`src/rtl/chrl_pkg.sv`:
```
// shared types and fixed field widths for the hash ring lookup block
// no dependencies; used by every module of the block
`default_nettype none

package chrl_pkg;

	localparam int KEY_W = 64;
	localparam int IDX_W = 10;
	localparam int HOST_PORT_W = 8;
	localparam int ATTEMPT_W = 16;
	localparam int CNT_REG_W = 11;
	// wide enough to compare any index or count against the ring depth
	localparam int CMP_W = 21;

	// controller to datapath commands
	typedef struct packed {
		logic load;
		logic write;
		logic probe;
		logic compare;
		logic finish;
		logic out_load;
	} chrl_cmd_t;

	// datapath to controller status
	typedef struct packed {
		logic count_zero;
		logic probe_end;
		logic hit;
		logic mod_done;
	} chrl_sts_t;

endpackage

`default_nettype wire

```
`src/rtl/chrl_ctrl.sv`:
```
// controller state machine for writes, the search loop and result handoff
// depends on chrl_pkg for the command and status structs
`default_nettype none

module chrl_ctrl (
	input  wire logic                clk,
	input  wire logic                arst_n,
	input  wire logic                in_valid,
	input  wire logic                kind,
	input  wire logic                out_stall,
	input  wire chrl_pkg::chrl_sts_t sts,
	output logic                     in_stall,
	output logic                     out_valid,
	output chrl_pkg::chrl_cmd_t      cmd
);

	typedef enum logic [2:0] {
		ST_IDLE,
		ST_PROBE,
		ST_COMPARE,
		ST_FINISH,
		ST_HOSTRD,
		ST_RESULT
	} state_t;

	state_t state_q;
	logic   out_valid_q;
	logic   accept;
	logic   slot_free;

	assign in_stall = (state_q != ST_IDLE);
	assign accept = in_valid && !in_stall;
	assign slot_free = !out_valid_q || !out_stall;

	assign cmd.load = accept && kind;
	assign cmd.write = accept && !kind;
	assign cmd.probe = (state_q == ST_PROBE);
	assign cmd.compare = (state_q == ST_COMPARE);
	assign cmd.finish = (state_q == ST_FINISH) && sts.mod_done;
	assign cmd.out_load = (state_q == ST_RESULT) && slot_free;

	always_ff @(posedge clk or negedge arst_n) begin
		if (!arst_n) begin
			state_q <= ST_IDLE;
			out_valid_q <= 1'b0;
		end else begin
			if (cmd.out_load) begin
				out_valid_q <= 1'b1;
			end else if (!out_stall) begin
				out_valid_q <= 1'b0;
			end
			case (state_q)
				ST_IDLE: begin
					if (cmd.load) begin
						state_q <= sts.count_zero ? ST_RESULT : ST_PROBE;
					end
				end
				ST_PROBE: begin
					state_q <= sts.probe_end ? ST_FINISH : ST_COMPARE;
				end
				ST_COMPARE: begin
					state_q <= sts.hit ? ST_FINISH : ST_PROBE;
				end
				ST_FINISH: begin
					if (sts.mod_done) begin
						state_q <= ST_HOSTRD;
					end
				end
				ST_HOSTRD: begin
					state_q <= ST_RESULT;
				end
				ST_RESULT: begin
					if (slot_free) begin
						state_q <= ST_IDLE;
					end
				end
				default: begin
					state_q <= ST_IDLE;
				end
			endcase
		end
	end

	assign out_valid = out_valid_q;

	a_lookup_goes_busy: assert property (@(posedge clk) disable iff (!arst_n)
		(accept && kind) |=> in_stall)
		else $error("lookup accepted but controller stayed idle");

	a_no_overwrite: assert property (@(posedge clk) disable iff (!arst_n)
		cmd.out_load |-> !(out_valid_q && out_stall))
		else $error("result register overwritten while stalled");

	a_result_origin: assert property (@(posedge clk) disable iff (!arst_n)
		$rose(out_valid_q) |-> ($past(state_q) == ST_RESULT))
		else $error("result raised outside the result state");

endmodule

`default_nettype wire

```
`config.mk`:
```
export PLATFORM = sky130hd
export DESIGN_NAME = chrl_ctrl
export DESIGN_NICKNAME = d
export VERILOG_FILES = /design/src/rtl/chrl_pkg.sv /design/src/rtl/chrl_ctrl.sv
export SDC_FILE = /design/constraint.sdc
export NUM_CORES = 1
export LEC_CHECK = 0
export ABC_AREA = 1
export BUFFER_PORTS_ARGS = -buffer_cell sky130_fd_sc_hd__clkbuf_2
export CORE_AREA = 2 2 39 41
export CTS_CLUSTER_DIAMETER = 30
export DETAILED_ROUTE_END_ITERATION = 8
export DIE_AREA = 0 0 41 43
export REMOVE_ABC_BUFFERS = 1
export SETUP_SLACK_MARGIN = 0.05
export SLEW_MARGIN = 40
export SYNTH_ARGS = -nofsm -noshare
export SYNTH_HDL_FRONTEND = slang
export SYNTH_SLANG_ARGS = --single-unit
export TNS_END_PERCENT = 5
```
`constraint.sdc`:
```
create_clock -name clk -period 1.3 [get_ports clk]
set_input_delay 0.195 -clock clk [delete_from_list [all_inputs] [get_ports clk]]
set_output_delay 0.195 -clock clk [all_outputs]
set_load 0.02 [all_outputs]
```
Word level (Yosys, flattened, before mapping)
Index checks and enable logic that the tools add are counted.
{"block": "word_totals", "reg_bits": 4, "mem_bits_rw": 0, "elab_cells": 33, "memories": 0, "latchBits": 0, "out_inout_bits": 8, "romBits": 0, "in_bits": 9}
{"block": "op_classes", "div_mod_pow": 0, "n_eq_ne": 9, "n_mul": 0, "order_cmp": 0, "shifts": 0, "bitwise": 0, "n_mux": 9, "n_reduce_logical": 13, "add_sub_neg": 0}
{"operator": "$pmux 3 s6", "n": 1}
{"operator": "$mux 3", "n": 4}
{"operator": "$eq 3x2->1 const B", "n": 2}
{"operator": "$eq 3x3->1 const B", "n": 2}
{"operator": "$ne 2x2->1 const B", "n": 3}
{"operator": "$logic_and 1x1->1", "n": 5}
{"operator": "$logic_not 1->1", "n": 4}
{"operator": "$eq 3x1->1 const B", "n": 1}
{"operator": "$logic_not 3->1", "n": 1}
{"operator": "$mux 1", "n": 3}
{"operator": "$reduce_and 3->1", "n": 1}
{"operator": "$reduce_bool 3->1", "n": 1}
{"operator": "$mux 2", "n": 1}
{"operator": "$ne 2x1->1 const B", "n": 1}
{"operator": "$logic_or 1x1->1", "n": 1}

Longest topological paths before layout
{"block": "depth", "word_depth": 6, "mapped_depth": 6, "ltp_nobuf": 6}

Worst setup path after synthesis
Ideal clock, no wire load.
{"block": "synth_timing", "path_kind": "register to output", "from": "register state_q[0]", "to": "output cmd[4] (netlist name)", "setup_slack_ps": -92, "t_arrival_ps": 1197, "stages_incl_launch_ff": 4, "required_time_ps": 1105, "path_buffers": 0, "cell_sequence": "dfrtp_1 > nor2_2 > nand2_4 > nor3_1"}
{"item": "from (decl)", "line_no": "chrl_ctrl.sv:26", "source": "state_t state_q;"}
{"item": "from (signal assigned)", "line_no": "chrl_ctrl.sv:55", "source": "state_q <= sts.count_zero ? ST_RESULT : ST_PROBE;"}
{"item": "from (signal assigned)", "line_no": "chrl_ctrl.sv:59", "source": "state_q <= sts.probe_end ? ST_FINISH : ST_COMPARE;"}
{"item": "from (signal assigned)", "line_no": "chrl_ctrl.sv:62", "source": "state_q <= sts.hit ? ST_FINISH : ST_PROBE;"}
{"item": "to (decl)", "line_no": "chrl_ctrl.sv:14", "source": "output chrl_pkg::chrl_cmd_t cmd"}

==> flow_metrics.env <==
export IMPL_num_rows=14
export IMPL_cts_inserted_buffers=3
export IMPL_layout_cells_non_filler=79
export IMPL_rsz0062_at_grt="true"
export IMPL_max_cap_viol_count=0
export IMPL_leakage_nw=0.264
export IMPL_grt_antenna_before_repair=0
export IMPL_drc=0
export IMPL_fin_ws_ns=-0.0738
export IMPL_max_slew_margin_pct=89.4
export IMPL_hpwl_um=560
export IMPL_place_inst=75
export IMPL_min_period_ns=1.37
export IMPL_cts_htree_levels=1
export IMPL_start_kind="flip-flop"
export IMPL_slowest_delay_ns=0.45
export IMPL_clk_latency_ns=0.24
export IMPL_fin_crit_sh_pct=106
export IMPL_cts_sinks=4
export IMPL_start_util_pct=20.9
export IMPL_hold_path_class="in2reg"
export IMPL_required_ns=1.11
export IMPL_status="finished, violations left"
export IMPL_finalSetupViolCount=5
export IMPL_synth_cell_types=16
export IMPL_coreArea_mm2=0.00138
export IMPL_diodes=0
export IMPL_postSynthCellCount=42
export IMPL_area_growth_pct=72.7
export IMPL_vias=343
export IMPL_io_buffers=16
export IMPL_cts_path_max_buffers=2
export IMPL_die_h_um=43
export IMPL_tns_ns=-0.223
export IMPL_postCtsSetupBuffers=0
export IMPL_async_reset_ff_share_pct=100
export IMPL_maxSlewViolCount=0
export IMPL_firstDrtPassIters=3
export IMPL_p_per_area_mw_per_mm2=2300
export IMPL_drive_above_1_share_pct=58.7
export IMPL_violations="negative setup slack"
export IMPL_endpoint_kind="output pin"
export IMPL_cts_tree="yes"
export IMPL_synth_edf_count=0
export IMPL_hold_viol=0
export IMPL_overflow=0
export IMPL_grt_pass1_vias=341
export IMPL_ir_worst_vdd_v=0.000890
export IMPL_cp_data_arrival_time_ns=1.18
export IMPL_path_clk_slew_ns=0.04
export IMPL_cp_max_fo=5
export IMPL_skew_ns=0.00350
export IMPL_seqCellArea_um2=103
export IMPL_ys_seq_area_share_pct=34.6
export IMPL_cp_num_buf_inv=1
export IMPL_mappedNetlistArea_um2=289
export IMPL_grt_max_degree=7
export IMPL_die_area_mm2=0.00176
export IMPL_cp_top_family="flip-flops"
export IMPL_synth_warnings=0
export IMPL_avgSynthCellArea_um2=6.88
export IMPL_wirelength_um=763
export IMPL_gp_congestion=0.805
export IMPL_wl_per_cell_um=9.66
export IMPL_synth_flop_cell="dfrtp_1"
export IMPL_grt_total_usage_pct=11.2
export IMPL_path_cells="nor2_4 -> nand2_4 -> nor3_2 -> buf_4"
export IMPL_path_class="reg2out"
export IMPL_multi_input_area_um2=179
export IMPL_fmax_ghz=0.728
export IMPL_grt_pass1_wl_um=1270
export IMPL_fin_nets=74
export IMPL_drt_iter0_markers=2
export IMPL_post_route_util_pct=36.1
export IMPL_pin_count=17
export IMPL_vias_per_cell=4.34
export IMPL_die_w_um=41
export IMPL_tightest_slew_ns=0.157
export IMPL_cts_root_buf="clkbuf_4"
export IMPL_ant_nets=0
export IMPL_fill_cells=164
export IMPL_final_cell_mix="nand2_1, clkbuf_2, inv_2, inv_1, clkbuf_4"
export IMPL_critPathSlowestCell="dfrtp_2"
export IMPL_ys_seq_elements=4
[worst register-to-register path, delay by kind of cell (launching register included)]
family | cells | cell delay (ns)
and+or+nand+nor | 5 | 0.41
DFF | 1 | 0.45
buffers and inverters | 1 | 0.10
[registers in the layout, summed over array words and instances (netlist names)]
signal / cells
state_q: 3
out_valid: 1
[what timing repair did]
| item | CTS | global route |
|---|---|---|
| gates resized for setup | 17 | 8 |
| hold endpoints to repair | 4 | 0 |
| hold buffers | 1 | 0 |
| endpoints found under the setup margin | 7 | 7 |
| pin swaps | 1 | 2 |
[where the power goes]
| part | internal, mW | switching [mW] | total [mW] |
|---|---|---|---|
| registers | 0.190 | 0.0887 | 0.278 |
| clock network | 0.104 | 0.0542 | 0.158 |
| logic | 0.312 | 0.399 | 0.711 |
| total | 0.605 | 0.542 | 1.15 |
[worst paths after layout]
path / from / endpoint / slack [ns] / cells after the start
worst max-delay path: state_q[1] / cmd[4] / -0.07 / 4
worst max register to register: state_q[1] / state_q[2] / 0.23 / 6
worst min register to register: out_valid / out_valid / 0.56 / 2
worst min-delay path: sts[1] / state_q[1] / 0.19 / 3
min in group asynchronous: arst_n / out_valid / 0.30 / 2
max in group asynchronous: arst_n / state_q[2] / 0.85 / 2
[stage by stage]
step | hold slack, ns | setup slack (ns) | area [um^2] | total power, mW
floorplan | -0.101 | -0.0920 | 289 | 0.645
CTS | 0.188 | -0.103 | 489 | 1.12
finish | 0.186 | -0.0738 | 499 | 1.15
global route | 0.225 | -0.151 | 499 | 1.25
global placement | 0.00756 | 0.0779 | 397 | 0.821
detailed placement | 0.00860 | 0.0970 | 397 | 0.824
[Yosys cell counts (2+ instances only)]
library cell	count	share of area [%]
dfrtp_1	4	35
nand2_1	9	12
inv_1	7	9.1
nand3_1	3	5.2
o21ai_0	2	3.5
nor3_1	2	3.5
nor2_2	2	4.3
nor2_1	3	3.9
a21oi_1	2	3.5
inv_2	2	2.6
[cell type report]
cell class                      instances  area share, %
Multi-Input combinational cell         29           35.8
Sequential cell                         4           20.6
Tap cell                               16           4.01
Inverter                                9           7.27
Timing Repair Buffer                   18           27.8
Clock buffer                            3           4.51
[per-layer routing]
| layer | wire length [um] | up-vias | global-route usage, % |
|---|---|---|---|
| met5 | 0 | - | 0 |
| met2 | 421 | 14 | 18.4 |
| li1 | - | 176 | - |
| met4 | 0 | 0 | 4.00 |
| met3 | 50 | 0 | 7.85 |
| met1 | 291 | 153 | 10.3 |
[kinds of logic (layout without fill, tap and decap cells)]
logic type,after synthesis,after routing,share of synthesized area (%)
AND/OR/NAND/NOR,23,23,42.0
buffers and inverters,9,30,11.7
AO/OA/AOI/OAI,6,6,11.7
flip-flops,4,4,34.6
Note: power is estimated with default switching activity, not from simulation.
